**src/sv/nkpl_ram.sv**
```systemverilog
// ============================================================================
// nkpl_ram: generic single-write, single-read RAM
// One write port and one read port; read data is registered.
// ============================================================================
module nkpl_ram #(
  parameter int WIDTH = 52,
  parameter int DEPTH = 16,
  localparam int AW = (DEPTH > 1) ? $clog2(DEPTH) : 1
) (
  input  logic             clk,
  input  logic             we,
  input  logic [AW-1:0]    waddr,
  input  logic [WIDTH-1:0] wdata,
  input  logic [AW-1:0]    raddr,
  output logic [WIDTH-1:0] rdata
);

  logic [WIDTH-1:0] mem [DEPTH];
  logic [WIDTH-1:0] rdata_r;

  // Write port and registered read port.
  always_ff @(posedge clk) begin
    if (we) begin
      mem[waddr] <= wdata;
    end
    rdata_r <= mem[raddr];
  end

  assign rdata = rdata_r;

endmodule

```
**config.mk**
```make
export PLATFORM = sky130hd
export DESIGN_NAME = nkpl_ram
export DESIGN_NICKNAME = d
export VERILOG_FILES = /design/src/sv/nkpl_ram.sv
export SDC_FILE = /design/constraint.sdc
export NUM_CORES = 1
export LEC_CHECK = 0
export ABC_AREA = 1
export ABC_CLOCK_PERIOD_IN_PS = 3120
export BUFFER_PORTS_ARGS = -buffer_cell sky130_fd_sc_hd__buf_2
export CAP_MARGIN = 20
export CORE_MARGIN = 3
export CORE_UTILIZATION = 47
export DETAILED_ROUTE_END_ITERATION = 8
export PLACE_DENSITY_LB_ADDON = 0.15
export REMOVE_ABC_BUFFERS = 1
export SLEW_MARGIN = 20
export SYNTH_ARGS = -nofsm -noshare
export SYNTH_HDL_FRONTEND = slang
export SYNTH_SLANG_ARGS = --single-unit
```
**constraint.sdc**
```tcl
create_clock -name clk -period 3.12 [get_ports clk]
set_input_delay 0.156 -clock clk [delete_from_list [all_inputs] [get_ports clk]]
set_output_delay 0.156 -clock clk [all_outputs]
set_load 0.03 [all_outputs]
```
==> results.toml, run 1 <==
[final_layout]
multi_input_area_sq_um = 7440
nets = 3630
fillers = 6452
fin_area_sq_um = 42100
drive_gt1_frac = 0.0894
finish.utilization = 0.550
syn2layout_area_growth_pct = 15.3
register_area_sq_um = 26000

[sta]
final.setup_skew_ns = 0.0189
setup_viol = 0
slew_viol_final = 0
relSlewSlack = 0.342
fin_worst_hold_slack_ns = 0.166
max_freq_ghz = 0.579
hold_violations = 0
setup_slack_ns = 1.39
period_needed_ns = 1.73
worst_pin_slew_ns = 0.988
min_period_over_period = 0.554
rsz0062_at_grt = "no"

[synthesis]
synthTopCellsByCount = "1097 x nand2_1, 832 x edfxtp_1, 626 x inv_1"
synth_top_flop_cell = "edfxtp_1"
synth_top_area_cell = "edfxtp_1"
synthesis.area_sq_um = 36500
syn_area_per_cell_sq_um = 10.7
synth.most_common_cell = "nand2_1"
synth_cells = 3426
synthArstFlopShare = 0
ys_ff_latch = 884
ys_types = 13
ys_warn_count = 0
synthTopCellsByArea = "edfxtp_1 68%, nand2_1 11%, nand3_1 8.6%, inv_1 6.4%, dfxtp_1 2.9%"
synth_top_area_share = 0.684
synth_edf_count = 832
seq_area_frac_synth = 0.713

[setup_path]
worstPathMaxFanout = 28
required_ns = 3.63
cp.arrival_ns = 2.24
path_class = "in2reg"
cp-start-kind = "input port"
end_kind = "flop"

[clock_tree]
h-tree-depth = 3
insertion_delay_ns = 0.64
clkSinkCount = 884
clk_pin_slew_ns = 0.06
cts_tree = "yes"
clockBufferDepth = 3
cts_root_buffer = "clkbuf_16"
cts_buffers = 93
post_cts_buffers = 0

[grt]
antenna_found_initial = 1
grt_overflow = 0
grt_pass1_wl_microns = 137000
grt_max_degree = 165
grt_pass1_vias = 23500
grt_usage = 0.220

[routing]
drtPass1Iterations = 5
viasPerCell = 5.05
postRouteAntennaNets = 0
drcViolationCount = 0
vias = 23600
drt-total-wl_microns = 89000
wire_per_inst_microns = 19.0
drt_iter0_drc = 1901

[placement]
dpl_cell_area_sq_um = 38400
dpl.hpwl_microns = 44400
gp_congestion = 0.762
dp_slack_ns = 1.09
port_buffers = 113

[hold_path]
hold_path.class = "in2reg"

[die]
coreArea_sq_um = 76500
die_area_sq_um = 81100
initial_core_util = 0.478
die_w_microns = 285
io_pins = 114
num_rows = 101
die_y_microns = 285

[power_and_ir_drop]
peakVddDrop_v = 0.000412
leakagePower_nw = 17.9
cellPowerDensity_nw_per_um2 = 628

[run]
cap_violations = 0

[outcome]
status = "complete, no violations"
[sequential cells by signal (all words and copies together), names as in the netlist]
name   count
mem      832
rdata     52
[per-stage QoR]
step | std cells | power (mW) | setup TNS, ns
2_1_floorplan | 3255 | 14.5 | -37.34
3_3_place_gp | 4450 | 15.2 | 0
6_report | 4677 | 26.4 | 0
4_1_cts | 4676 | 26.6 | 0
3_5_place_dp | 4450 | 15.3 | 0
5_1_grt | 4676 | 27.3 | 0
[cells by family (layout without fill, tap and decap cells)]
| family | count (synthesis) | after routing | share of synthesized area |
|---|---|---|---|
| AND/OR/NAND/NOR | 1741 | 1741 | 0.201 |
| other | 0 | 1 | 0 |
| buffers and inverters | 801 | 1021 | 0.0866 |
| flip-flops | 884 | 884 | 0.713 |
[cell usage in the layout, fill, tap and decap left out]
master	Yosys	routed
nand3_1	625	625
edfxtp_1	832	832
buf_8	0	1
buf_4	6	31
dlygate4sd3_1	0	53
clkbuf_8	0	6
buf_2	106	109
clkbuf_16	0	96
dfxtp_1	52	52
inv_6	0	5
bufinv_16	0	13
clkinv_8	0	1
clkinv_1	1	15
inv_8	0	1
nand3b_1	2	2
nor2_4	0	16
inv_2	3	1
nor2_1	17	1
clkinv_2	0	21
inv_4	0	1
buf_12	0	23
nand2_1	1097	1097
diode_2	0	1
clkbuf_1	38	17
inv_1	626	626
buf_6	0	1
[cell type report]
cell class	instances	area share
Sequential cell	884	0.618
Multi-Input combinational cell	1741	0.177
Inverter	630	0.0565
Clock inverter	54	0.0143
Timing Repair Buffer	218	0.0427
Tap cell	1030	0.0306
Clock buffer	119	0.0606
Antenna cell	1	0.0000595
[repair_timing]
item	4_1_cts	5_1_grt
hold endpoints to repair	833	0
hold buffers	53	0
resized for setup	0	0
[routing by layer]
| metal | track usage | share of wire | vias up | routed length [microns] |
|---|---|---|---|---|
| li1 | - | - | 11400 | - |
| met1 | 0.302 | 0.45 | 11500 | 39800 |
| met2 | 0.365 | 0.48 | 658 | 42400 |
| met3 | 0.0348 | 0.059 | 127 | 5220 |
| met4 | 0.0581 | 0.018 | 0 | 1640 |
| met5 | 0 | 0 | - | 0 |
[power breakdown]
group | switching [mW] | internal [mW] | leakage, nW
registers | 0.0919 | 13.3 | 7.95
logic | 1.22 | 0.471 | 8.40
clock network | 4.52 | 6.84 | 1.56
[worst max-delay path, cell delays in order]
cell and delay (ns):
dlygate4sd3_1 0.54, buf_4 0.22, inv_4 0.43, buf_4 0.47, nand3_1 0.15, nand3_1 0.16
nand2_1 0.08
[path summary, 6_finish.rpt]
check	endpoint	startpoint	depth (start not counted)	slack [ns]
max	rdata[11]$_DFF_P_	raddr[2]	7	1.39
min	rdata[5]$_DFF_P_	raddr[0]	6	0.17
max reg2reg	rdata[2]$_DFF_P_	mem[15][2]$_DFFE_PP_	6	2.01
min reg2reg	rdata[45]$_DFF_P_	mem[2][45]$_DFFE_PP_	6	0.65
Note: power is estimated with default switching activity, not from simulation.
==> inputs of run 2 (changes only) <==
--- a/config.mk
+++ b/config.mk
@@ -6,7 +6,7 @@
 export NUM_CORES = 1
 export LEC_CHECK = 0
 export ABC_AREA = 1
-export ABC_CLOCK_PERIOD_IN_PS = 3120
+export ABC_CLOCK_PERIOD_IN_PS = 1670
 export BUFFER_PORTS_ARGS = -buffer_cell sky130_fd_sc_hd__buf_2
 export CAP_MARGIN = 20
 export CORE_MARGIN = 3
==> constraint.sdc (replaced) <==
create_clock -name clk -period 1.67 [get_ports clk]
set_input_delay 0.0835 -clock clk [delete_from_list [all_inputs] [get_ports clk]]
set_output_delay 0.0835 -clock clk [all_outputs]
set_load 0.03 [all_outputs]
==> results.toml, run 2 (synthesis gave the netlist of run 1 again) <==
[clock_tree]
cts_buffers = 93
clk_pin_slew_ns = 0.06
h-tree-depth = 3
insertion_delay_ns = 0.63
clkSinkCount = 884
ctsHoldBuffers = 53
post_cts_buffers = 0
cts_resized = 0
clockBufferDepth = 3
cts_tree = "yes"
cts_root_buffer = "clkbuf_16"

[die]
io_pins = 114
num_rows = 101
coreArea_sq_um = 76500
die_area_sq_um = 81100
initial_core_util = 0.478
die_w_microns = 285
die_y_microns = 285

[placement]
dpl.hpwl_microns = 50700
port_buffers = 113
placed_cells = 4507
gp_congestion = 0.765
dpl_cell_area_sq_um = 39400

[power_and_ir_drop]
leakagePower_nw = 18.3
cellPowerDensity_nw_per_um2 = 1130
p_comb_frac = 0.070
power_mw = 48.6
pwr-share-clk = 0.416
switchingPower_mw = 10.8
peakVddDrop_v = 0.000752
internal-power_mw = 37.8
seq_power_share = 0.513
p_sw_frac = 0.222

[final_layout]
drive_gt1_frac = 0.102
fillers = 6356
syn2layout_area_growth_pct = 17.5
largest_reg_flops = 832
largest-register = "mem"
instances_no_fill = 4733
register_area_sq_um = 26000
multi_input_area_sq_um = 7440
final_common_cell = "nand2_1"
nets = 3687
fin_area_sq_um = 42900
diodes = 0
final_cell_mix = "1097 x nand2_1, 832 x edfxtp_1, 626 x inv_1"

[sta]
relSlewSlack = 0.689
period_needed_ns = 1.37
fin_worst_hold_slack_ns = 0.0298
slew_viol_final = 0
min_period_over_period = 0.822
final.setup_skew_ns = 0.0158
tns_ns = 0
setup_viol = 0
max_freq_ghz = 0.728
rsz0062_at_grt = "no"
hold_violations = 0
worst_pin_slew_ns = 0.465

[routing]
drt-total-wl_microns = 87800
wire_per_inst_microns = 18.5
vias = 23700
viasPerCell = 5.02
postRouteAntennaNets = 0
drcViolationCount = 0
drt_iter0_drc = 1982
drtPass1Iterations = 5

[grt]
grt_overflow = 0
grt_max_degree = 73
grt_pass1_wl_microns = 136000
grt_usage = 0.216
antenna_found_initial = 1
grt_pass1_vias = 23200

[setup_path]
worstPathMaxFanout = 1
r2r_slack_ns = 0.58
end_kind = "output port"
cp.arrival_ns = 1.29
crit_family = "flip-flops"
required_ns = 1.59
worst-path-buf-inv = 1
cp-start-kind = "flop"
critPathSlowestCell = "dfxtp_1"
path_class = "reg2out"
path_cells = "buf_2"
slowest_delay_ns = 0.42

[outcome]
status = "complete, no violations"

[run]
cap_violations = 0

[hold_path]
hold_path.class = "in2reg"
## run 2: cell types whose count changed in the layout (fill, tap and decap cells not counted)
cell and change:
buf_12 +42, clkinv_4 +1, buf_4 +15, clkbuf_16 +1, diode_2 -1, clkinvlp_4 +4
clkbuf_8 -1, clkinv_1 -3, clkbuf_1 +9, clkinv_2 -4, bufinv_16 -6, clkinv_8 +1
inv_6 -2
## run 2: power groups by stage
stage | Combinational, mW | Clock, mW | Sequential [mW]
final | 3.42 | 20.2 | 24.9
after global routing | 3.78 | 21.6 | 25.0
after CTS | 3.46 | 20.7 | 25.0
after detailed placement | 3.35 | 0 | 25.4
after global placement | 3.29 | 0 | 25.4
after floorplan | 1.35 | 0 | 25.7
## run 2: per-stage QoR
| stage | utilization | worst slack [ns] |
|---|---|---|
| detailed placement | 0.515 | 0.188 |
| global placement | 0.515 | 0.186 |
| floorplan | - | -2.11 |
| CTS | 0.561 | 0.263 |
| finish | 0.561 | 0.297 |
| global route | 0.561 | 0.260 |
## run 2: path summary, 6_finish.rpt
path,start,endpoint,cells after the start
setup reg to reg,mem[13][16]$_DFFE_PP_,rdata[16]$_DFF_P_,6
hold reg to reg,mem[10][15]$_DFFE_PP_,rdata[15]$_DFF_P_,6
hold / removal,raddr[0],rdata[7]$_DFF_P_,6
setup / recovery,rdata[8]$_DFF_P_,rdata[8],1
## run 2: routing by layer
| metal | part of all wire | track usage |
|---|---|---|
| met3 | 0.052 | 0.0290 |
| met2 | 0.48 | 0.360 |
| met4 | 0.018 | 0.0557 |
| met5 | 0.00015 | 0 |
| met1 | 0.45 | 0.302 |
## run 2: area by class of cell
class                           count  area share
Sequential cell                   884       0.607
Multi-Input combinational cell   1741       0.173
Timing Repair Buffer              275      0.0641
Clock buffer                      128      0.0604
Inverter                          630      0.0555
Tap cell                         1030      0.0300
Clock inverter                     45      0.0100
