`src/sv/nkpl_pkg.sv`:
```
// ============================================================================
// nkpl_pkg: shared types and constants of the nearest point list
// Operation, reply and status codes, register indexes, controller states and
// the command and status bundles between controller and datapath.
// ============================================================================
package nkpl_pkg;

  // Fixed field widths.
  localparam int RAD_W     = 25;
  localparam int CAP_W     = 5;
  localparam int RANK_W    = 4;
  localparam int TOTAL_W   = 5;
  localparam int OP_W      = 2;
  localparam int KIND_W    = 2;
  localparam int ST_W      = 2;
  localparam int CFG_IDX_W = 2;

  // Register reset values.
  localparam logic [RAD_W-1:0] RADIUS_RST = 25'd1;
  localparam logic [CAP_W-1:0] CAP_RST    = 5'd16;

  // Input operation codes.
  typedef enum logic [OP_W-1:0] {
    OP_CLEAR = 2'd0,
    OP_OFFER = 2'd1,
    OP_READ  = 2'd2
  } op_t;

  // Reply kinds.
  typedef enum logic [KIND_W-1:0] {
    KIND_CLEAR = 2'd0,
    KIND_OFFER = 2'd1,
    KIND_ENTRY = 2'd2
  } kind_t;

  // Offer outcome codes.
  typedef enum logic [ST_W-1:0] {
    ST_INSERTED   = 2'd0,
    ST_OUTSIDE    = 2'd1,
    ST_DUPLICATE  = 2'd2,
    ST_NOT_RANKED = 2'd3
  } offer_st_t;

  // Configuration register indexes.
  typedef enum logic [CFG_IDX_W-1:0] {
    REG_CENTER_X = 2'd0,
    REG_CENTER_Z = 2'd1,
    REG_RADIUS   = 2'd2,
    REG_CAPACITY = 2'd3
  } cfg_reg_t;

  // Controller states.
  typedef enum logic [3:0] {
    S_IDLE,
    S_SCAN_RAD,
    S_SCAN_PT,
    S_SCAN_ENT,
    S_DRAIN,
    S_DECIDE,
    S_SHIFT_CHK,
    S_SHIFT_RD,
    S_SHIFT_WR,
    S_INSERT,
    S_RESP_OFFER,
    S_RESP_CLEAR,
    S_RESP_EMPTY,
    S_RD_ADDR,
    S_RD_EMIT
  } state_t;

  // Commands from the controller to the datapath.
  typedef struct packed {
    logic accept;
    logic issue_rad;
    logic issue_pt;
    logic issue_ent;
    logic decide;
    logic shift_rd;
    logic shift_wr;
    logic ins_wr;
    logic load_clear;
    logic load_offer;
    logic load_entry;
    logic load_empty;
  } ctl_cmd_t;

  // Status from the datapath to the controller.
  typedef struct packed {
    logic cnt_zero;
    logic ent_more;
    logic pipe_empty;
    logic ins_ok;
    logic shift_more;
    logic out_free;
    logic rd_last;
  } dp_status_t;

endpackage

```
`src/sv/nkpl_dp.sv`:
```
// ============================================================================
// nkpl_dp: datapath of the nearest point list
// Holds configuration, entry count and the result register, runs the
// pipelined distance and compare scan, and drives the entry store.
// ============================================================================
module nkpl_dp #(
  parameter int MAX_ENTRIES = 16,
  parameter int COORD_BITS  = 26,
  localparam int CNT_W  = $clog2(MAX_ENTRIES + 1),
  localparam int IW     = (MAX_ENTRIES > 1) ? $clog2(MAX_ENTRIES) : 1,
  localparam int IN_DW  = ((2 * COORD_BITS + 7) / 8) * 8,
  localparam int OUT_DW = ((12 + 2 * COORD_BITS + 7) / 8) * 8,
  localparam int CFG_W  = (COORD_BITS > nkpl_pkg::RAD_W) ? COORD_BITS : nkpl_pkg::RAD_W,
  localparam int MEM_W  = 2 * COORD_BITS
) (
  input  logic                           clk,
  input  logic                           rst_n,
  // Configuration writes
  input  logic                           cfg_we,
  input  logic [nkpl_pkg::CFG_IDX_W-1:0] cfg_index,
  input  logic [CFG_W-1:0]               cfg_wdata,
  // Input payload
  input  logic [IN_DW-1:0]               in_tdata,
  // Result channel
  output logic                           out_tvalid,
  input  logic                           out_tready,
  output logic [OUT_DW-1:0]              out_tdata,
  output logic [nkpl_pkg::KIND_W-1:0]    out_tuser,
  output logic                           out_tlast,
  // Entry store
  output logic                           ram_we,
  output logic [IW-1:0]                  ram_waddr,
  output logic [MEM_W-1:0]               ram_wdata,
  output logic [IW-1:0]                  ram_raddr,
  input  logic [MEM_W-1:0]               ram_rdata,
  // Controller link
  input  nkpl_pkg::ctl_cmd_t             cmd,
  output nkpl_pkg::dp_status_t           sts
);
  import nkpl_pkg::*;

  localparam int CB = COORD_BITS;
  localparam int MW = (CB > RAD_W) ? CB : RAD_W;
  localparam int DW = 2 * MW + 1;
  localparam int CW = (CNT_W > CAP_W) ? CNT_W : CAP_W;

  // What a scan slot carries through the distance pipeline.
  typedef enum logic [1:0] {
    TAG_RAD,
    TAG_PT,
    TAG_ENT
  } tag_t;

  // Configuration and list state.
  logic signed [CB-1:0] cx_r, cz_r;
  logic [RAD_W-1:0]     rad_r;
  logic [CAP_W-1:0]     cap_r;
  logic [CNT_W-1:0]     cnt_r;

  // Offered point and counters.
  logic signed [CB-1:0] px_r, pz_r;
  logic [CNT_W-1:0]     ix_r;
  logic [IW-1:0]        j_r;

  // Scan pipeline.
  logic          s0_v_r, s1_v_r, s2_v_r, s3_v_r, s4_v_r;
  tag_t          s0_tag_r, s1_tag_r, s2_tag_r, s3_tag_r, s4_tag_r;
  logic [IW-1:0] s0_idx_r, s1_idx_r, s2_idx_r, s3_idx_r, s4_idx_r;
  logic [MW-1:0] s1_dx_r, s1_dz_r, s2_dz_r;
  logic [2*MW-1:0] s2_sqx_r, s3_sqx_r, s3_sqz_r;
  logic [DW-1:0] s4_dist_r;
  logic          s1_eq_r, s2_eq_r, s3_eq_r, s4_eq_r;
  logic          s1_tie_r, s2_tie_r, s3_tie_r, s4_tie_r;

  // Scan results.
  logic [DW-1:0] rad2_r, pd_r;
  logic          dup_r, found_r, ahead_last_r;
  logic [IW-1:0] pos_r;

  // Decision results.
  offer_st_t     st_r;
  logic [CNT_W-1:0] ins_pos_r, newn_r;

  // Result register.
  logic               out_v_r;
  kind_t              o_kind_r;
  logic [ST_W-1:0]    o_st_r;
  logic               o_valid_r;
  logic [RANK_W-1:0]  o_rank_r;
  logic [CB-1:0]      o_x_r, o_z_r;
  logic [TOTAL_W-1:0] o_total_r;
  logic               o_last_r;

  // Stage one: absolute coordinate differences and point-versus-entry tests.
  logic signed [CB-1:0] ex, ez, ax, az;
  logic signed [CB:0]   dfx, dfz;
  logic [CB-1:0]        adx, adz;
  logic [MW-1:0]        dx1, dz1;
  logic                 eq1, tie1;

  always_comb begin
    ex  = signed'(ram_rdata[CB-1:0]);
    ez  = signed'(ram_rdata[2*CB-1:CB]);
    ax  = (s0_tag_r == TAG_ENT) ? ex : px_r;
    az  = (s0_tag_r == TAG_ENT) ? ez : pz_r;
    dfx = signed'({ax[CB-1], ax}) - signed'({cx_r[CB-1], cx_r});
    dfz = signed'({az[CB-1], az}) - signed'({cz_r[CB-1], cz_r});
    adx = dfx[CB] ? CB'(-dfx) : dfx[CB-1:0];
    adz = dfz[CB] ? CB'(-dfz) : dfz[CB-1:0];
    if (s0_tag_r == TAG_RAD) begin
      dx1 = MW'(rad_r);
      dz1 = '0;
    end else begin
      dx1 = MW'(adx);
      dz1 = MW'(adz);
    end
    eq1  = (ram_rdata == {pz_r, px_r});
    tie1 = (px_r < ex) || ((px_r == ex) && (pz_r < ez));
  end

  // Final stage: does the offered point rank ahead of this entry.
  logic ahead4;
  assign ahead4 = (pd_r < s4_dist_r) || ((pd_r == s4_dist_r) && s4_tie_r);

  // Pipeline valid flags.
  always_ff @(posedge clk) begin
    if (!rst_n) begin
      s0_v_r <= 1'b0;
      s1_v_r <= 1'b0;
      s2_v_r <= 1'b0;
      s3_v_r <= 1'b0;
      s4_v_r <= 1'b0;
    end else begin
      s0_v_r <= cmd.issue_rad | cmd.issue_pt | cmd.issue_ent;
      s1_v_r <= s0_v_r;
      s2_v_r <= s1_v_r;
      s3_v_r <= s2_v_r;
      s4_v_r <= s3_v_r;
    end
  end

  // Pipeline payload: issue, differences, two squares, sum.
  always_ff @(posedge clk) begin
    if (cmd.issue_rad) begin
      s0_tag_r <= TAG_RAD;
    end else if (cmd.issue_pt) begin
      s0_tag_r <= TAG_PT;
    end else begin
      s0_tag_r <= TAG_ENT;
    end
    s0_idx_r  <= ix_r[IW-1:0];
    s1_tag_r  <= s0_tag_r;
    s1_idx_r  <= s0_idx_r;
    s1_dx_r   <= dx1;
    s1_dz_r   <= dz1;
    s1_eq_r   <= eq1;
    s1_tie_r  <= tie1;
    s2_tag_r  <= s1_tag_r;
    s2_idx_r  <= s1_idx_r;
    s2_sqx_r  <= s1_dx_r * s1_dx_r;
    s2_dz_r   <= s1_dz_r;
    s2_eq_r   <= s1_eq_r;
    s2_tie_r  <= s1_tie_r;
    s3_tag_r  <= s2_tag_r;
    s3_idx_r  <= s2_idx_r;
    s3_sqx_r  <= s2_sqx_r;
    s3_sqz_r  <= s2_dz_r * s2_dz_r;
    s3_eq_r   <= s2_eq_r;
    s3_tie_r  <= s2_tie_r;
    s4_tag_r  <= s3_tag_r;
    s4_idx_r  <= s3_idx_r;
    s4_dist_r <= DW'(s3_sqx_r) + DW'(s3_sqz_r);
    s4_eq_r   <= s3_eq_r;
    s4_tie_r  <= s3_tie_r;
  end

  // Scan accumulation: radius limit, point distance, duplicate and rank.
  always_ff @(posedge clk) begin
    if (cmd.accept) begin
      dup_r        <= 1'b0;
      found_r      <= 1'b0;
      ahead_last_r <= 1'b0;
      pos_r        <= '0;
    end else if (s4_v_r) begin
      unique case (s4_tag_r)
        TAG_RAD: rad2_r <= s4_dist_r;
        TAG_PT:  pd_r   <= s4_dist_r;
        TAG_ENT: begin
          if (s4_eq_r) begin
            dup_r <= 1'b1;
          end
          if (ahead4 && !found_r) begin
            found_r <= 1'b1;
            pos_r   <= s4_idx_r;
          end
          if (CNT_W'(s4_idx_r) == cnt_r - 1'b1) begin
            ahead_last_r <= ahead4;
          end
        end
        default: ;
      endcase
    end
  end

  // Effective capacity and the offer decision.
  logic [CW-1:0]    cap_w;
  logic [CNT_W-1:0] cap_eff, pos_eff, newn;
  logic             full;
  offer_st_t        st_dec;

  always_comb begin
    cap_w = CW'(cap_r);
    if (cap_r == '0) begin
      cap_eff = CNT_W'(1);
    end else if (cap_w > CW'(MAX_ENTRIES)) begin
      cap_eff = CNT_W'(MAX_ENTRIES);
    end else begin
      cap_eff = CNT_W'(cap_r);
    end
    pos_eff = found_r ? CNT_W'(pos_r) : cnt_r;
    full    = (cnt_r >= cap_eff);
    newn    = full ? cnt_r : cnt_r + 1'b1;
    priority if (pd_r > rad2_r) begin
      st_dec = ST_OUTSIDE;
    end else if (full && (cnt_r != '0) && !ahead_last_r) begin
      st_dec = ST_NOT_RANKED;
    end else if (dup_r) begin
      st_dec = ST_DUPLICATE;
    end else if (pos_eff >= cap_eff) begin
      st_dec = ST_NOT_RANKED;
    end else begin
      st_dec = ST_INSERTED;
    end
  end

  // Input latch, counters and decision registers.
  always_ff @(posedge clk) begin
    if (cmd.accept) begin
      px_r <= signed'(in_tdata[CB-1:0]);
      pz_r <= signed'(in_tdata[2*CB-1:CB]);
      ix_r <= '0;
    end else if (cmd.issue_ent || cmd.load_entry) begin
      ix_r <= ix_r + 1'b1;
    end
    if (cmd.decide) begin
      st_r      <= st_dec;
      ins_pos_r <= pos_eff;
      newn_r    <= newn;
      j_r       <= IW'(newn - 1'b1);
    end else if (cmd.shift_wr) begin
      j_r <= j_r - 1'b1;
    end
  end

  // Configuration registers and entry count.
  always_ff @(posedge clk) begin
    if (!rst_n) begin
      cx_r  <= '0;
      cz_r  <= '0;
      rad_r <= RADIUS_RST;
      cap_r <= CAP_RST;
      cnt_r <= '0;
    end else begin
      if (cfg_we) begin
        unique case (cfg_reg_t'(cfg_index))
          REG_CENTER_X: cx_r  <= signed'(cfg_wdata[CB-1:0]);
          REG_CENTER_Z: cz_r  <= signed'(cfg_wdata[CB-1:0]);
          REG_RADIUS:   rad_r <= cfg_wdata[RAD_W-1:0];
          REG_CAPACITY: cap_r <= cfg_wdata[CAP_W-1:0];
        endcase
      end
      priority if (cfg_we && (cfg_reg_t'(cfg_index) == REG_CAPACITY)) begin
        cnt_r <= '0;
      end else if (cmd.load_clear) begin
        cnt_r <= '0;
      end else if (cmd.ins_wr) begin
        cnt_r <= newn_r;
      end
    end
  end

  // Entry store access: shift moves one entry down, insert writes the point.
  assign ram_raddr = cmd.shift_rd ? j_r - 1'b1 : ix_r[IW-1:0];
  assign ram_we    = cmd.shift_wr | cmd.ins_wr;
  assign ram_waddr = cmd.ins_wr ? ins_pos_r[IW-1:0] : j_r;
  assign ram_wdata = cmd.ins_wr ? {pz_r, px_r} : ram_rdata;

  // Result register; it frees up in the cycle its transfer completes.
  always_ff @(posedge clk) begin
    if (!rst_n) begin
      out_v_r <= 1'b0;
    end else if (cmd.load_clear || cmd.load_offer || cmd.load_entry || cmd.load_empty) begin
      out_v_r <= 1'b1;
    end else if (out_tready) begin
      out_v_r <= 1'b0;
    end
  end

  always_ff @(posedge clk) begin
    if (cmd.load_clear || cmd.load_offer || cmd.load_entry || cmd.load_empty) begin
      o_st_r    <= ST_W'(ST_INSERTED);
      o_valid_r <= 1'b0;
      o_rank_r  <= '0;
      o_x_r     <= '0;
      o_z_r     <= '0;
      o_total_r <= TOTAL_W'(cnt_r);
      o_last_r  <= 1'b1;
      if (cmd.load_clear) begin
        o_kind_r  <= KIND_CLEAR;
        o_total_r <= '0;
      end else if (cmd.load_offer) begin
        o_kind_r <= KIND_OFFER;
        o_st_r   <= ST_W'(st_r);
      end else if (cmd.load_entry) begin
        o_kind_r  <= KIND_ENTRY;
        o_valid_r <= 1'b1;
        o_rank_r  <= RANK_W'(ix_r);
        o_x_r     <= ram_rdata[CB-1:0];
        o_z_r     <= ram_rdata[2*CB-1:CB];
        o_last_r  <= sts.rd_last;
      end else begin
        o_kind_r <= KIND_ENTRY;
      end
    end
  end

  assign out_tvalid = out_v_r;
  assign out_tuser  = KIND_W'(o_kind_r);
  assign out_tlast  = o_last_r;
  assign out_tdata  = OUT_DW'({o_total_r, o_z_r, o_x_r, o_rank_r, o_valid_r, o_st_r});

  // Status to the controller.
  always_comb begin
    sts.cnt_zero   = (cnt_r == '0);
    sts.ent_more   = (ix_r < cnt_r);
    sts.pipe_empty = !(s0_v_r | s1_v_r | s2_v_r | s3_v_r | s4_v_r);
    sts.ins_ok     = (st_dec == ST_INSERTED);
    sts.shift_more = (CNT_W'(j_r) > ins_pos_r);
    sts.out_free   = !out_v_r || out_tready;
    sts.rd_last    = ((ix_r + 1'b1) == cnt_r);
  end

endmodule

```
`config.mk`:
```
export PLATFORM = sky130hd
export DESIGN_NAME = nkpl_dp
export DESIGN_NICKNAME = d
export VERILOG_FILES = /design/src/sv/nkpl_pkg.sv /design/src/sv/nkpl_dp.sv
export SDC_FILE = /design/constraint.sdc
export NUM_CORES = 2
export LEC_CHECK = 0
export ABC_CLOCK_PERIOD_IN_PS = 7100
export BUFFER_PORTS_ARGS = -buffer_cell sky130_fd_sc_hd__buf_4
export CORE_AREA = 2 2 329 413
export DETAILED_ROUTE_END_ITERATION = 12
export DIE_AREA = 0 0 331 415
export PLACE_DENSITY = 0.75
export SLEW_MARGIN = 0
export SYNTH_ARGS = -nofsm -noshare
export SYNTH_HDL_FRONTEND = slang
export SYNTH_SLANG_ARGS = --single-unit
```
`constraint.sdc`:
```
create_clock -name clk -period 7.1 [get_ports clk]
set_clock_uncertainty 0.05 [all_clocks]
set_input_delay 1.065 -clock clk [delete_from_list [all_inputs] [get_ports clk]]
set_output_delay 1.065 -clock clk [all_outputs]
set_load 0.02 [all_outputs]
```
==> impl_metrics.json <==
{
  "max_freq_mhz": 145,
  "start_util": 0.518,
  "dp_cells": 9457,
  "ant_nets": 0,
  "clk_latency_ns": 0.68,
  "yosys.area.top_type": "fa_1",
  "via_per_inst": 5.33,
  "finalSetupViolCount": 0,
  "worstSetupPathType": "reg2reg",
  "grt_max_degree": 82,
  "drt_pass1_iterations": 7,
  "synth_area_per_cell_um2": 9.47,
  "cp-start-kind": "flip-flop",
  "die_h_um": 415,
  "die_w_um": 331,
  "cpMaxStageDelayCell": "fa_1",
  "layoutNonFillerInstCount": 9596,
  "hold_buffers": 0,
  "clk_pin_slew_ns": 0.06,
  "cts_sinks": 668,
  "ys_seq_area_frac": 0.229,
  "hold-path-cell-count": 0,
  "avgRoutedWirePerCell_um": 18.6,
  "hold_start": "s2_sqx_r[21]$_DFF_P_",
  "cp.required_ns": 7.57,
  "drc": 0,
  "synthFlopType": "dfxtp_1",
  "io_buffers": 283,
  "min_path_type": "reg2reg",
  "place_ws_ns": -0.249,
  "postSynth.asyncResetShare": 0,
  "gp_congestion": 0.963,
  "path_common_cell": "fa_1",
  "cp-end-kind": "flip-flop",
  "whs_ns": 0.271,
  "finalHoldViolCount": 0,
  "fp.coreArea_um2": 133000,
  "finalMaxSlewViolations": 0,
  "grt_pass1_wl_um": 287000,
  "grt_pass1_vias": 56509,
  "drt_iter0_drc": 2734,
  "worst_slew_pin_slew_ns": 1.21,
  "ys_ff_latch": 668,
  "syn_nets": 9140,
  "dp_hpwl_um": 150000,
  "syn_to_final_growth_pct": 13.9,
  "synth_area_leaders": "fa_1, dfxtp_1, ha_1",
  "ctsLongestPathBuffers": 3,
  "cts_buffers": 72,
  "overflow": 0,
  "worst-path-max-fanout": 6,
  "layout_common_cells": "inv_1, fa_1, nand2_1",
  "worstReg2RegEnd": "s2_sqx_r[40]$_DFF_P_",
  "status": "completed",
  "synth_edf_count": 241,
  "io_pins": 288,
  "mostFrequentLayoutCell": "inv_1",
  "synth_cells": 7279,
  "ff2ff_path_depth": 27,
  "period_needed_ns": 6.91,
  "ys_warn_count": 0,
  "cpPeakStageDelay_ns": 0.59,
  "row_count": 150,
  "root_buffer": "clkbuf_16",
  "r2r_start": "s1_dx_r[9]$_DFF_P_",
  "antenna_found_initial": 4,
  "syn_area_um2": 69000,
  "rrSetupSlack_ns": 0.19,
  "grt_usage": 0.268,
  "wirelength_um": 178000,
  "drv_cap": 0,
  "whs_endpoint": "s3_sqx_r[21]$_DFF_P_",
  "htreeDepth": 3,
  "arrival_ns": 7.39,
  "vias": 51157,
  "drive_gt1_frac": 0.117,
  "cts_tree": "done",
  "rsz0062_at_grt": "yes",
  "final_nets": 9649,
  "fin_crit_sh": 0.974,
  "fp.dieArea_um2": 137000,
  "layout_setup_ws_ns": 0.185,
  "ys_types": 80,
  "slew_headroom": 0.188,
  "synth_top_area_share": 0.299
}
-- Yosys cell counts (8+ instances only) --
cell	n
fa_1	1029
mux2i_1	22
nor3_1	53
a21boi_0	8
xor2_1	99
nor2b_1	52
a211oi_1	18
a21oi_1	331
or2_2	16
a2111oi_0	15
nand4_1	60
o31a_1	14
clkbuf_1	218
and3_1	74
o211ai_1	18
nor4_1	12
o21bai_1	20
and4_1	8
inv_1	1679
nor2_1	281
a31oi_1	24
ha_1	680
mux2_2	11
nand3_1	45
edfxtp_1	241
o21ai_0	247
or3_1	20
a31o_2	8
dfxtp_1	427
o31ai_1	18
nand2_1	728
nand2b_1	31
a21o_1	162
xnor2_1	150
o21a_1	53
and2_1	288
nor3b_1	11
-- stage by stage --
step           setup TNS (ns)  instance area, um^2   util
2_1_floorplan               0                69000      -
3_3_place_gp            -1.23                75500  0.567
3_5_place_dp            -2.37                75500  0.567
4_1_cts                     0                78100  0.586
5_1_grt                -0.163                78500  0.589
6_report                    0                78500  0.589
-- how the worst max path moves through the flow --
stage | startpoint | end | slack (ns) | depth (start not counted)
global route | s2_dz_r[16]$_DFF_P_ | s3_sqz_r[51]$_DFF_P_ | -0.08 | 27
finish | s1_dx_r[9]$_DFF_P_ | s2_sqx_r[40]$_DFF_P_ | 0.19 | 27
CTS | s2_dz_r[3]$_DFF_P_ | s3_sqz_r[51]$_DFF_P_ | 0.004 | 26
global placement | s2_dz_r[3]$_DFF_P_ | s3_sqz_r[51]$_DFF_P_ | -0.20 | 27
floorplan | cmd[11] | pd_r[0]$_DFFE_PP_ | 0.06 | 2
detailed placement | s2_dz_r[3]$_DFF_P_ | s3_sqz_r[51]$_DFF_P_ | -0.25 | 27
-- worst max-delay path, delay by kind of cell (launching register included) --
kind            cells  cell delay [ns]
compound gates      9             1.66
xor+xnor            1             0.16
flops               1             0.32
simple gates        2             0.23
buf+inv             7             0.64
fa+ha+maj           8             3.71
-- logic make-up (layout without fill, tap and decap cells) --
| logic type | Yosys count | in the layout | synth area share |
|---|---|---|---|
| other | 0 | 2 | 0 |
| AO/OA/AOI/OAI | 1011 | 1011 | 0.0912 |
| multiplexers | 33 | 33 | 0.00499 |
| adder cells (fa/ha/maj) | 1709 | 1709 | 0.422 |
| flip-flops | 668 | 668 | 0.229 |
| AND/OR/NAND/NOR | 1703 | 1703 | 0.117 |
| XOR/XNOR | 249 | 249 | 0.0316 |
| buffers and inverters | 1906 | 2473 | 0.104 |
-- final cells by class --
class / instances / area (um^2)
antenna: 2 / 5.00
clock buffer: 93 / 2050
clock inverter: 39 / 440
fill: 11116 / 54700
inverter: 1680 / 6310
multi-input combinational: 4705 / 46400
sequential: 668 / 15800
tap: 1748 / 2190
timing repair buffer: 661 / 5260
-- repair_timing --
item | in CTS | in global routing
pin swaps | 1 | 42
buffers inserted | 0 | 5
endpoints found under the hold margin | 0 | 0
setup endpoints to repair | 23 | 29
gates resized for setup | 31 | 106
-- per-layer routing --
layer  track usage  routed length (um)  up-vias
met2         0.491               93100     1572
met1         0.280               61000    25203
met4         0.179               14600        0
met3        0.0398                9760      552
met5             0                   0        -
li1              -                   -    23830
-- state kept, by name (all words and copies together) (netlist names), 51 cells and up --
| signal | flops |
|---|---|
| pd_r | 53 |
| rad2_r | 53 |
| s2_sqx_r | 51 |
| s3_sqx_r | 51 |
| s3_sqz_r | 51 |
| s4_dist_r | 53 |
Power is left out: the tool's default activity adds up to more than one toggle a clock period on the data nets, which glitch-free logic cannot reach.
