[src/sv/nkpl_pkg.sv]
// ============================================================================
// nkpl_pkg: shared types and constants of the nearest point list
// Operation, reply and status codes, register indexes, controller states and
// the command and status bundles between controller and datapath.
// ============================================================================
package nkpl_pkg;

  // Fixed field widths.
  localparam int RAD_W     = 25;
  localparam int CAP_W     = 5;
  localparam int RANK_W    = 4;
  localparam int TOTAL_W   = 5;
  localparam int OP_W      = 2;
  localparam int KIND_W    = 2;
  localparam int ST_W      = 2;
  localparam int CFG_IDX_W = 2;

  // Register reset values.
  localparam logic [RAD_W-1:0] RADIUS_RST = 25'd1;
  localparam logic [CAP_W-1:0] CAP_RST    = 5'd16;

  // Input operation codes.
  typedef enum logic [OP_W-1:0] {
    OP_CLEAR = 2'd0,
    OP_OFFER = 2'd1,
    OP_READ  = 2'd2
  } op_t;

  // Reply kinds.
  typedef enum logic [KIND_W-1:0] {
    KIND_CLEAR = 2'd0,
    KIND_OFFER = 2'd1,
    KIND_ENTRY = 2'd2
  } kind_t;

  // Offer outcome codes.
  typedef enum logic [ST_W-1:0] {
    ST_INSERTED   = 2'd0,
    ST_OUTSIDE    = 2'd1,
    ST_DUPLICATE  = 2'd2,
    ST_NOT_RANKED = 2'd3
  } offer_st_t;

  // Configuration register indexes.
  typedef enum logic [CFG_IDX_W-1:0] {
    REG_CENTER_X = 2'd0,
    REG_CENTER_Z = 2'd1,
    REG_RADIUS   = 2'd2,
    REG_CAPACITY = 2'd3
  } cfg_reg_t;

  // Controller states.
  typedef enum logic [3:0] {
    S_IDLE,
    S_SCAN_RAD,
    S_SCAN_PT,
    S_SCAN_ENT,
    S_DRAIN,
    S_DECIDE,
    S_SHIFT_CHK,
    S_SHIFT_RD,
    S_SHIFT_WR,
    S_INSERT,
    S_RESP_OFFER,
    S_RESP_CLEAR,
    S_RESP_EMPTY,
    S_RD_ADDR,
    S_RD_EMIT
  } state_t;

  // Commands from the controller to the datapath.
  typedef struct packed {
    logic accept;
    logic issue_rad;
    logic issue_pt;
    logic issue_ent;
    logic decide;
    logic shift_rd;
    logic shift_wr;
    logic ins_wr;
    logic load_clear;
    logic load_offer;
    logic load_entry;
    logic load_empty;
  } ctl_cmd_t;

  // Status from the datapath to the controller.
  typedef struct packed {
    logic cnt_zero;
    logic ent_more;
    logic pipe_empty;
    logic ins_ok;
    logic shift_more;
    logic out_free;
    logic rd_last;
  } dp_status_t;

endpackage

[src/sv/nkpl_ctrl.sv]
// ============================================================================
// nkpl_ctrl: sequencer of the nearest point list
// Steps each operation through scan, decision, shift, insert and reply, and
// paces the read-out one entry at a time.
// ============================================================================
module nkpl_ctrl (
  input  logic                      clk,
  input  logic                      rst_n,
  input  logic                      in_tvalid,
  output logic                      in_tready,
  input  logic [nkpl_pkg::OP_W-1:0] in_tuser,
  input  nkpl_pkg::dp_status_t      sts,
  output nkpl_pkg::ctl_cmd_t        cmd
);
  import nkpl_pkg::*;

  state_t state_r, state_nxt;

  // State register.
  always_ff @(posedge clk) begin
    if (!rst_n) begin
      state_r <= S_IDLE;
    end else begin
      state_r <= state_nxt;
    end
  end

  // Next state and commands.
  always_comb begin
    state_nxt = state_r;
    cmd       = '0;
    in_tready = 1'b0;
    unique case (state_r)
      S_IDLE: begin
        in_tready = 1'b1;
        if (in_tvalid) begin
          cmd.accept = 1'b1;
          unique case (op_t'(in_tuser))
            OP_CLEAR: state_nxt = S_RESP_CLEAR;
            OP_OFFER: state_nxt = S_SCAN_RAD;
            OP_READ:  state_nxt = sts.cnt_zero ? S_RESP_EMPTY : S_RD_ADDR;
            default:  state_nxt = S_IDLE;
          endcase
        end
      end
      S_SCAN_RAD: begin
        cmd.issue_rad = 1'b1;
        state_nxt     = S_SCAN_PT;
      end
      S_SCAN_PT: begin
        cmd.issue_pt = 1'b1;
        state_nxt    = S_SCAN_ENT;
      end
      S_SCAN_ENT: begin
        if (sts.ent_more) begin
          cmd.issue_ent = 1'b1;
        end else begin
          state_nxt = S_DRAIN;
        end
      end
      S_DRAIN: begin
        if (sts.pipe_empty) begin
          state_nxt = S_DECIDE;
        end
      end
      S_DECIDE: begin
        cmd.decide = 1'b1;
        state_nxt  = sts.ins_ok ? S_SHIFT_CHK : S_RESP_OFFER;
      end
      S_SHIFT_CHK: begin
        state_nxt = sts.shift_more ? S_SHIFT_RD : S_INSERT;
      end
      S_SHIFT_RD: begin
        cmd.shift_rd = 1'b1;
        state_nxt    = S_SHIFT_WR;
      end
      S_SHIFT_WR: begin
        cmd.shift_wr = 1'b1;
        state_nxt    = S_SHIFT_CHK;
      end
      S_INSERT: begin
        cmd.ins_wr = 1'b1;
        state_nxt  = S_RESP_OFFER;
      end
      S_RESP_OFFER: begin
        if (sts.out_free) begin
          cmd.load_offer = 1'b1;
          state_nxt      = S_IDLE;
        end
      end
      S_RESP_CLEAR: begin
        if (sts.out_free) begin
          cmd.load_clear = 1'b1;
          state_nxt      = S_IDLE;
        end
      end
      S_RESP_EMPTY: begin
        if (sts.out_free) begin
          cmd.load_empty = 1'b1;
          state_nxt      = S_IDLE;
        end
      end
      S_RD_ADDR: begin
        state_nxt = S_RD_EMIT;
      end
      S_RD_EMIT: begin
        if (sts.out_free) begin
          cmd.load_entry = 1'b1;
          state_nxt      = sts.rd_last ? S_IDLE : S_RD_ADDR;
        end
      end
      default: state_nxt = S_IDLE;
    endcase
  end

endmodule

[config.mk]
export PLATFORM = sky130hd
export DESIGN_NAME = nkpl_ctrl
export DESIGN_NICKNAME = d
export VERILOG_FILES = /design/src/sv/nkpl_pkg.sv /design/src/sv/nkpl_ctrl.sv
export SDC_FILE = /design/constraint.sdc
export NUM_CORES = 1
export LEC_CHECK = 0
export CAP_MARGIN = 10
export CORE_AREA = 2 2 39 41
export DETAILED_ROUTE_END_ITERATION = 6
export DIE_AREA = 0 0 41 43
export DONT_BUFFER_PORTS = 1
export PLACE_DENSITY = 0.66
export RECOVER_POWER = 50
export SETUP_SLACK_MARGIN = 0.5
export SLEW_MARGIN = 10
export SYNTH_ARGS = -nofsm -noshare
export SYNTH_HDL_FRONTEND = slang
export SYNTH_SLANG_ARGS = --single-unit
[constraint.sdc]
create_clock -name clk -period 2.23 [get_ports clk]
set_input_delay 0.223 -clock clk [delete_from_list [all_inputs] [get_ports clk]]
set_output_delay 0.223 -clock clk [all_outputs]
set_load 0.005 [all_outputs]
==> results.sh, run 1 <==
export IMPL_areaGrowthSynthToFinish_pct=7.981
export IMPL_clk_latency_ns=0.24
export IMPL_root_buffer="clkbuf_4"
export IMPL_fmax_mhz=551.9
export IMPL_ant_nets=0
export IMPL_peakVddDrop_mv=0.5758
export IMPL_crit_fanout=19
export IMPL_worst_path_max_delay_cell="dfxtp_1"
export IMPL_overflow=0
export IMPL_syn_area_um2=533.0
export IMPL_initial_core_util=0.3852
export IMPL_grt_pass1_vias=454
export IMPL_setup_viol=0
export IMPL_finClkSkew_ns=0.01131
export IMPL_grt_first_pass_wirelength_um=2001
export IMPL_endpoint="state_r[1]"
export IMPL_antenna_found_initial=0
export IMPL_leakagePower_nw=0.2198
export IMPL_die_w_um=41
export IMPL_finalWirelength_um=1410
export IMPL_pwr_density_cell_nw_per_um2=1173
export IMPL_clkTransAtPathRegs_ns=0.04
export IMPL_crit_required_ns=2.35
export IMPL_largest_reg_flops=4
export IMPL_power_w=0.0006753
export IMPL_seq_area_frac_synth=0.1502
export IMPL_path_cells="nand2b_4, a211o_1, and3_1, o2111ai_1, o211a_1"
export IMPL_layout_commonest_cell="nor2_1"
export IMPL_period_share=0.8125
export IMPL_post_dp_hpwl_um=1019
export IMPL_ys_types=37
export IMPL_seq_area_um2=85.08
export IMPL_yosys_area_top_type="dfxtp_1"
export IMPL_cts_buffer_depth=2
export IMPL_netlist_top_cells_area="dfxtp_1 15%, nor2_1 6.3%, nand2b_1 5.9%, nand2_1 4.9%, nor2b_1 4.7%"
export IMPL_cts_sinks=4
export IMPL_cts_hold_buf=0
export IMPL_rsz0062_at_grt="true"
export IMPL_reg2regPathDepth=5
export IMPL_max_stage_delay_ns=0.68
export IMPL_dieArea_um2=1763
export IMPL_cts_made_buffers=3
export IMPL_drive_above_1_share=0.1519
export IMPL_drc=0
export IMPL_largestRegisters="state_r (4)"
export IMPL_core_area_um2=1384
export IMPL_firstDrtPassIters=6
export IMPL_cp_end_kind="flop"
export IMPL_slew_headroom=0.6135
export IMPL_synthCells=79
export IMPL_io_buffer_count=0
export IMPL_synth_area_per_cell_um2=6.747
export IMPL_vias=582
export IMPL_dp_cells=89
export IMPL_crit_arrival_ns=1.93
export IMPL_grt_usage=0.1655
export IMPL_multi_input_area_um2=399.1
export IMPL_cts_tree="built"
export IMPL_startpoint_type="flop"
export IMPL_via_per_inst=6.126
export IMPL_grt_start_max_net_pins=20
export IMPL_synth_fp_nets=91
export IMPL_fin_tns_setup_ns=0
export IMPL_worst_slew_pin_slew_ns=0.5789
export IMPL_drv_cap=0
export IMPL_async_reset_ff_frac=0
export IMPL_path_class="reg2reg"
export IMPL_fin_nets=93
export IMPL_diodes=0
export IMPL_holdCritPathClass="in2reg"
export IMPL_top_register="state_r"
export IMPL_r2r_start="state_r[0]"
export IMPL_htreeDepth=1
export IMPL_reg2reg_slack_ns=0.42
export IMPL_status="completed"
export IMPL_io_pins=25
export IMPL_synth_edf_count=0
export IMPL_final_max_slew_violation_count=0
export IMPL_hold_viol=0
export IMPL_synth_top_flop_cell="dfxtp_1"
export IMPL_drtIter0Drc=23
export IMPL_n_fill_cell=146
export IMPL_r2r_end="state_r[1]"
export IMPL_die_h_um=43
export IMPL_rows=14
export IMPL_synth_top_area_share=0.1502
export IMPL_ys_seq_elements=4
export IMPL_yosys_warnings=0
export IMPL_place_congestion=0.7929
export IMPL_fin_cells=95
export IMPL_layout_common_cells="9 x nor2_1, 7 x nand2_1, 5 x nand2b_1"
export IMPL_min_period_ns=1.812
export IMPL_cp_startpoint="state_r[0]"
export IMPL_whs_ns=0.1225
export IMPL_wl_per_cell_um=14.84
## final cells by class
class                           instances  share of cell area
Multi-Input combinational cell         64              0.6935
Sequential cell                         4              0.1478
Timing Repair Buffer                    4             0.05217
Inverter                                4             0.03261
Tap cell                               16             0.03478
Clock buffer                            3             0.03913
## power breakdown
part / internal, W / switching (W)
clock network: 0.0000604 / 0.0000332
registers: 0.000101 / 0.0000791
logic: 0.000198 / 0.000204
total: 0.000359 / 0.000316
## synth_stat cells, drive strengths merged, types with 2 or more instances
cell     count
o22ai        2
buf          6
nand2        7
nand2b       6
nor2         9
o21ai        3
nor3         4
a21oi        3
mux2i        2
nor2b        4
and3         3
inv          4
o2111ai      2
o211a        2
dfxtp        4
o211ai       2
## critical path: cells and delay by family, from the launching register on
kind,cells,cell delay [ns]
AO/OA/AOI/OAI,3,0.45
flip-flops,1,0.68
AND/OR/NAND/NOR,2,0.55
## logic make-up after synthesis
logic type                after synthesis  share of synthesized area
muxes                                   2                    0.03756
AOI/OAI and AO/OA                      21                     0.2911
and+or+nand+nor                        40                     0.4038
DFF                                     4                     0.1502
buffers and inverters                  11                     0.1009
xor gates and xnor gates                1                    0.01643
## routing by layer
| metal | track usage | vias up | share of wire |
|---|---|---|---|
| li1 | - | 285 | - |
| met1 | 0.1955 | 272 | 0.38 |
| met2 | 0.2438 | 25 | 0.51 |
| met3 | 0.07330 | 0 | 0.11 |
| met4 | 0.08000 | 0 | 0 |
| met5 | 0 | - | 0 |
## repair_timing
item / in CTS / in global routing
gates resized for setup: 2 / 3
setup endpoints to repair: 4 / 5
buffers inserted: 0 / 3
## per-stage QoR
step | util | setup slack, ns | instance area, µm²
2_1_floorplan | - | 0.6616 | 533.0
3_3_place_gp | 0.3770 | 0.4492 | 521.8
3_5_place_dp | 0.3770 | 0.3826 | 521.8
4_1_cts | 0.3951 | 0.4601 | 546.8
5_1_grt | 0.4159 | 0.2591 | 575.6
6_report | 0.4159 | 0.4182 | 575.6
## worst min path at each step
stage / startpoint / to / slack (ns) / cells past startpoint
after floorplan: rst_n / state_r[1] / 0.36 / 1
after global placement: rst_n / state_r[3] / 0.37 / 1
after detailed placement: rst_n / state_r[3] / 0.37 / 1
after CTS: rst_n / state_r[0] / 0.12 / 2
after global routing: rst_n / state_r[1] / 0.13 / 1
final: rst_n / state_r[3] / 0.12 / 1
(Power assumes the default switching activity.)
==> run 2, diff against run 1 <==
- ABC_AREA: not set -> 1
- PLACE_DENSITY: 0.66 -> 0.72
- clock period: 2.23 -> 1.5 ns (I/O delays scaled with it)
==> run 2 against run 1 <==
Register-to-register slack got worse by 0.14 ns. Count of clock-buffer cells in the layout increased by 1. Global-route usage increased by 2.1 points. Clock skew decreased by 0.0054 ns. Routed wire length increased by 10%. Via count increased by 13%. First-iteration DRC count decreased by 57%. Critical path type unchanged. Largest cell class unchanged.
==> results.sh, run 2 <==
export IMPL_status="completed"
export IMPL_drtIter0Drc=10
export IMPL_fin_cells=128
export IMPL_grt_pass1_vias=572
export IMPL_antenna_found_initial=0
export IMPL_n_fill_cell=138
export IMPL_synth_edf_count=0
export IMPL_overflow=0
export IMPL_worst_slew_pin_slew_ns=0.3220
export IMPL_diodes=0
export IMPL_worst_path_max_delay_cell="dfxtp_4"
export IMPL_finClkSkew_ns=0.005937
export IMPL_ant_nets=0
export IMPL_setup_viol=0
export IMPL_rows=14
export IMPL_die_h_um=43
export IMPL_grt_first_pass_wirelength_um=2290
export IMPL_synthCells=103
export IMPL_grt_usage=0.1867
export IMPL_areaGrowthSynthToFinish_pct=31.97
export IMPL_post_dp_hpwl_um=1119
export IMPL_initial_core_util=0.4186
export IMPL_cts_tree="built"
export IMPL_cp_end_kind="flop"
export IMPL_vias=659
export IMPL_yosys_area_top_type="nand2_1"
export IMPL_synth_top_flop_cell="dfxtp_1"
export IMPL_cts_sinks=4
export IMPL_firstDrtPassIters=4
export IMPL_fin_tns_setup_ns=0
export IMPL_drc=0
export IMPL_path_cells="inv_4, nor2_4, buf_12, nand2_2, nand2_1, inv_1, nand3_1, nand2_1, a21oi_1"
export IMPL_seq_area_um2=95.09
export IMPL_async_reset_ff_frac=0
export IMPL_cp_common_cell="nand2_1"
export IMPL_peakVddDrop_mv=0.7711
export IMPL_ys_types=23
export IMPL_period_share=0.8136
export IMPL_multi_input_area_um2=471.7
export IMPL_netlist_top_cells_count="25 x nand2_1, 19 x inv_1, 13 x nor2_1, 8 x nand3_1"
export IMPL_max_stage_delay_ns=0.39
export IMPL_synth_most_common_cell="nand2_1"
export IMPL_crit_fanout=6
export IMPL_synth_fp_nets=115
export IMPL_crit_arrival_ns=1.38
export IMPL_dp_cells=118
export IMPL_fmax_mhz=819.4
export IMPL_synth_area_per_cell_um2=5.624
export IMPL_place_congestion=0.8470
export IMPL_dieArea_um2=1763
export IMPL_root_buffer="clkbuf_4"
export IMPL_via_per_inst=5.148
export IMPL_hold_viol=0
export IMPL_slew_headroom=0.7837
export IMPL_synth_top_area_share=0.1620
export IMPL_seq_area_frac_synth=0.1382
export IMPL_core_area_um2=1384
export IMPL_rsz0062_at_grt="true"
export IMPL_htreeDepth=1
export IMPL_drive_above_1_share=0.3929
export IMPL_holdCritPathClass="in2reg"
export IMPL_cts_hold_buf=0
export IMPL_drv_cap=0
export IMPL_layout_common_cells="22 x nand2_1, 15 x inv_1, 9 x nor2_1"
export IMPL_cts_buffer_depth=2
export IMPL_layout_commonest_cell="nand2_1"
export IMPL_ys_seq_elements=4
export IMPL_fin_nets=125
export IMPL_largestRegisters="state_r (4)"
export IMPL_top_register="state_r"
export IMPL_cts_made_buffers=3
export IMPL_path_class="reg2reg"
export IMPL_final_core_util=0.5524
export IMPL_finalWirelength_um=1557
export IMPL_die_w_um=41
export IMPL_largest_reg_flops=4
export IMPL_min_period_ns=1.220
export IMPL_leakagePower_nw=0.3935
export IMPL_pwr_density_cell_nw_per_um2=1993
export IMPL_io_pins=25
export IMPL_syn_area_um2=579.3
export IMPL_netlist_top_cells_area="nand2_1 16%, dfxtp_1 14%, inv_1 12%, nor2_1 8.4%, nand3_1 6.9%"
export IMPL_startpoint_type="flop"
export IMPL_crit_required_ns=1.66
export IMPL_clkTransAtPathRegs_ns=0.04
export IMPL_grt_start_max_net_pins=10
export IMPL_yosys_warnings=0
export IMPL_final_max_slew_violation_count=0
export IMPL_wl_per_cell_um=12.16
export IMPL_clk_latency_ns=0.23
export IMPL_io_buffer_count=0
[run 2: cell count changes after synthesis, moves of 3 or more]
cell / change
nand2_1: +18
buf_2: -4
nor2_4: +3
nor2b_1: -4
inv_1: +16
nor2_1: +4
nand3_1: +7
nand2b_1: -5
and3_1: -3
[run 2: per-stage QoR]
step           setup WS [ns]  area, µm²  hold WS (ns)  power [W]
2_1_floorplan         0.4073      604.3        0.3133  0.0009518
3_3_place_gp          0.1532      613.1        0.3247   0.001055
3_5_place_dp          0.1038      613.1        0.3283   0.001070
4_1_cts               0.2919      763.2       0.07834   0.001478
5_1_grt               0.1772      764.5       0.08090   0.001665
6_report              0.2796      764.5       0.08403   0.001523
[run 2: power by group]
part / switching, W / total, W / internal (W)
clock: 0.0000403 / 0.000140 / 0.0000996
combinational: 0.000647 / 0.00107 / 0.000422
sequential: 0.000136 / 0.000315 / 0.000179
[run 2: worst max-delay path, delay by kind of cell, from the launching register on]
| kind | cells | cell delay, ns |
|---|---|---|
| AOI/OAI and AO/OA | 1 | 0.11 |
| buffers and inverters | 3 | 0.24 |
| DFF | 1 | 0.39 |
| and+or+nand+nor | 5 | 0.42 |
[run 2: layer usage]
layer,track usage,up-vias,part of all wire
met5,0,-,0
met4,0.06000,0,0
met3,0.02618,0,0.038
met2,0.3219,13,0.57
met1,0.2219,304,0.40
li1,-,342,-
[run 2: worst paths after layout]
kind / from / slack, ns / cells after the start / to
worst max register to register: state_r[0] / 0.28 / 9 / state_r[3]
worst min-delay path: sts[1] / 0.08 / 3 / state_r[3]
worst max-delay path: state_r[0] / 0.28 / 9 / state_r[3]
worst min register to register: state_r[0] / 0.55 / 2 / state_r[0]
[run 2: area by class of cell]
cell class,count,share of cell area
Inverter,22,0.1227
Timing Repair Buffer,6,0.07529
Sequential cell,4,0.1244
Tap cell,16,0.02619
Multi-Input combinational cell,76,0.6170
Clock buffer,4,0.03437
[run 2: kinds of logic after synthesis]
family	count (synthesis)	share of synthesized area
flops	4	0.1382
compound gates	11	0.1210
buf+inv	23	0.1577
simple gates	65	0.5832
[run 2: timing repair]
| action | 4_1_cts | 5_1_grt |
|---|---|---|
| setup endpoints to repair | 17 | 17 |
| pin swaps | 13 | 5 |
| cloned | 0 | 0 |
| setup buffers | 6 | 0 |
| gates resized for setup | 23 | 5 |
==> run 3, diff against run 2 <==
- PLACE_DENSITY: 0.72 -> 0.7
- clock period: 1.5 -> 1.2 ns (I/O delays scaled with it)
==> run 3 against run 2 <==
The run now ends with setup timing left. Count of clock-buffer cells in the layout stayed put. Critical path type is now reg2out. Power up 48%. Sequential share of layout area is 1.9 points lower. Flip-flop and latch count stayed put. First-iteration DRC count increased by 30%. Utilization grew 10 points. Design area increased by 18%. Combinational power is 53% higher. Die area unchanged. Global-route usage is 4.8 points higher. Cell count rose by 7.8%.
==> results.sh, run 3 (synthesis results as in run 2) <==
export IMPL_status="complete, but fails checks"
export IMPL_violations="setup timing"
export IMPL_initial_core_util=0.4186
export IMPL_path_cells="buf_6, nand2_4, buf_6, nor3_4"
export IMPL_largest_reg_flops=4
export IMPL_fmax_mhz=780.8
export IMPL_crit_arrival_ns=1.16
export IMPL_die_w_um=41
export IMPL_largestRegisters="state_r (4)"
export IMPL_drtIter0Drc=13
export IMPL_worst_slew_pin_slew_ns=0.3003
export IMPL_max_stage_delay_ns=0.41
export IMPL_fin_nets=135
export IMPL_final_max_slew_violation_count=0
export IMPL_ant_nets=0
export IMPL_power_w=0.002251
export IMPL_crit_fanout=8
export IMPL_cp_common_cell="buf_6"
export IMPL_rsz0062_at_grt="true"
export IMPL_reg2reg_slack_ns=-0.06
export IMPL_layout_commonest_cell="nand2_1"
export IMPL_n_fill_cell=126
export IMPL_finalWirelength_um=1752
export IMPL_hold_path_depth=3
export IMPL_period_share=1.067
export IMPL_holdCritPathClass="in2reg"
export IMPL_pwr_density_cell_nw_per_um2=2488
export IMPL_peakVddDrop_mv=1.531
export IMPL_rows=14
export IMPL_overflow=0
export IMPL_hold_viol=0
export IMPL_layout_common_cells="20 x nand2_1, 12 x inv_1, 10 x buf_4"
export IMPL_wl_per_cell_um=12.70
export IMPL_min_to="state_r[3]"
export IMPL_post_dp_hpwl_um=1174
export IMPL_grt_usage=0.2349
export IMPL_finClkSkew_ns=0.003079
export IMPL_cts_made_buffers=3
export IMPL_leakagePower_nw=0.4554
export IMPL_core_area_um2=1384
export IMPL_antenna_found_initial=0
export IMPL_r2r_start="state_r[2]"
export IMPL_worst_path_max_delay_cell="dfxtp_4"
export IMPL_worst_slack_ns=-0.08069
export IMPL_min_from="sts[1]"
export IMPL_cts_tree="built"
export IMPL_io_pins=25
export IMPL_slew_headroom=0.7996
export IMPL_areaGrowthSynthToFinish_pct=56.16
export IMPL_cp_end_kind="output port"
export IMPL_dieArea_um2=1763
export IMPL_crit_required_ns=1.08
export IMPL_cts_sinks=4
export IMPL_root_buffer="clkbuf_4"
export IMPL_drive_above_1_share=0.5246
export IMPL_grt_first_pass_wirelength_um=2856
export IMPL_path_class="reg2out"
export IMPL_r2r_end="state_r[2]"
export IMPL_firstDrtPassIters=4
export IMPL_cts_buffer_depth=2
export IMPL_top_register="state_r"
export IMPL_grt_start_max_net_pins=9
export IMPL_fin_tns_setup_ns=-0.4881
export IMPL_drc=0
export IMPL_io_buffer_count=0
export IMPL_via_per_inst=5.072
export IMPL_startpoint_type="flop"
export IMPL_setup_viol=12
export IMPL_vias=700
export IMPL_diodes=0
export IMPL_clkTransAtPathRegs_ns=0.04
export IMPL_reg2regPathDepth=9
export IMPL_drv_cap=0
export IMPL_place_congestion=0.7809
export IMPL_clk_latency_ns=0.25
export IMPL_grt_pass1_vias=689
export IMPL_die_h_um=43
export IMPL_htreeDepth=1
export IMPL_min_period_ns=1.281
export IMPL_cts_hold_buf=0
export IMPL_place_ws_ns=-0.05568
[run 3: per-layer routing]
| layer | up-vias | track usage | wire, µm |
|---|---|---|---|
| met5 | - | 0 | 0 |
| met4 | 0 | 0.1133 | 29 |
| met3 | 4 | 0.03665 | 82 |
| met2 | 17 | 0.3938 | 967 |
| met1 | 320 | 0.2701 | 672 |
| li1 | 359 | - | - |
[run 3: critical path, delay by kind of cell, from the launching register on]
kind,cells,cell delay (ns)
buf+inv,2,0.26
flops,1,0.41
simple gates,2,0.24
[run 3: report_power, final]
part / total [W] / switching [W] / internal (W)
sequential: 0.000418 / 0.000194 / 0.000224
clock: 0.000198 / 0.0000720 / 0.000126
combinational: 0.00164 / 0.000915 / 0.000720
[run 3: timing repair]
action | 4_1_cts | 5_1_grt
endpoints found under the setup margin | 17 | 17
gates resized for setup | 20 | 12
setup buffers | 8 | 0
pin swaps | 9 | 5
hold endpoints to repair | 0 | 0
[run 3: area by class of cell]
cell class	instances	area, µm²	share of cell area
sequential	4	95.09	0.1051
clock buffer	4	26.28	0.02905
multi-input combinational	76	526.8	0.5823
timing repair buffer	16	142.6	0.1577
inverter	22	93.84	0.1037
tap	16	20.02	0.02213
[run 3: through the flow]
stage | cells | hold WS (ns) | instance area (µm²) | utilization
CTS | 138 | 0.04623 | 860.8 | 0.6221
global placement | 126 | 0.2894 | 703.2 | 0.5081
floorplan | 103 | 0.2805 | 634.4 | -
finish | 138 | 0.05887 | 904.6 | 0.6537
global route | 138 | 0.07067 | 904.6 | 0.6537
detailed placement | 126 | 0.2981 | 703.2 | 0.5081
[run 3: how the worst max path moves through the flow]
stage                           from          to  slack, ns  depth (start not counted)
after global routing      state_r[2]  state_r[2]      -0.13                          9
after detailed placement  state_r[1]  state_r[3]      -0.06                          8
final                     state_r[1]      cmd[1]      -0.08                          4
after floorplan           state_r[2]  state_r[2]       0.11                          7
after CTS                 state_r[2]      cmd[6]      -0.03                          5
after global placement    state_r[1]  state_r[2]     -0.007                          8
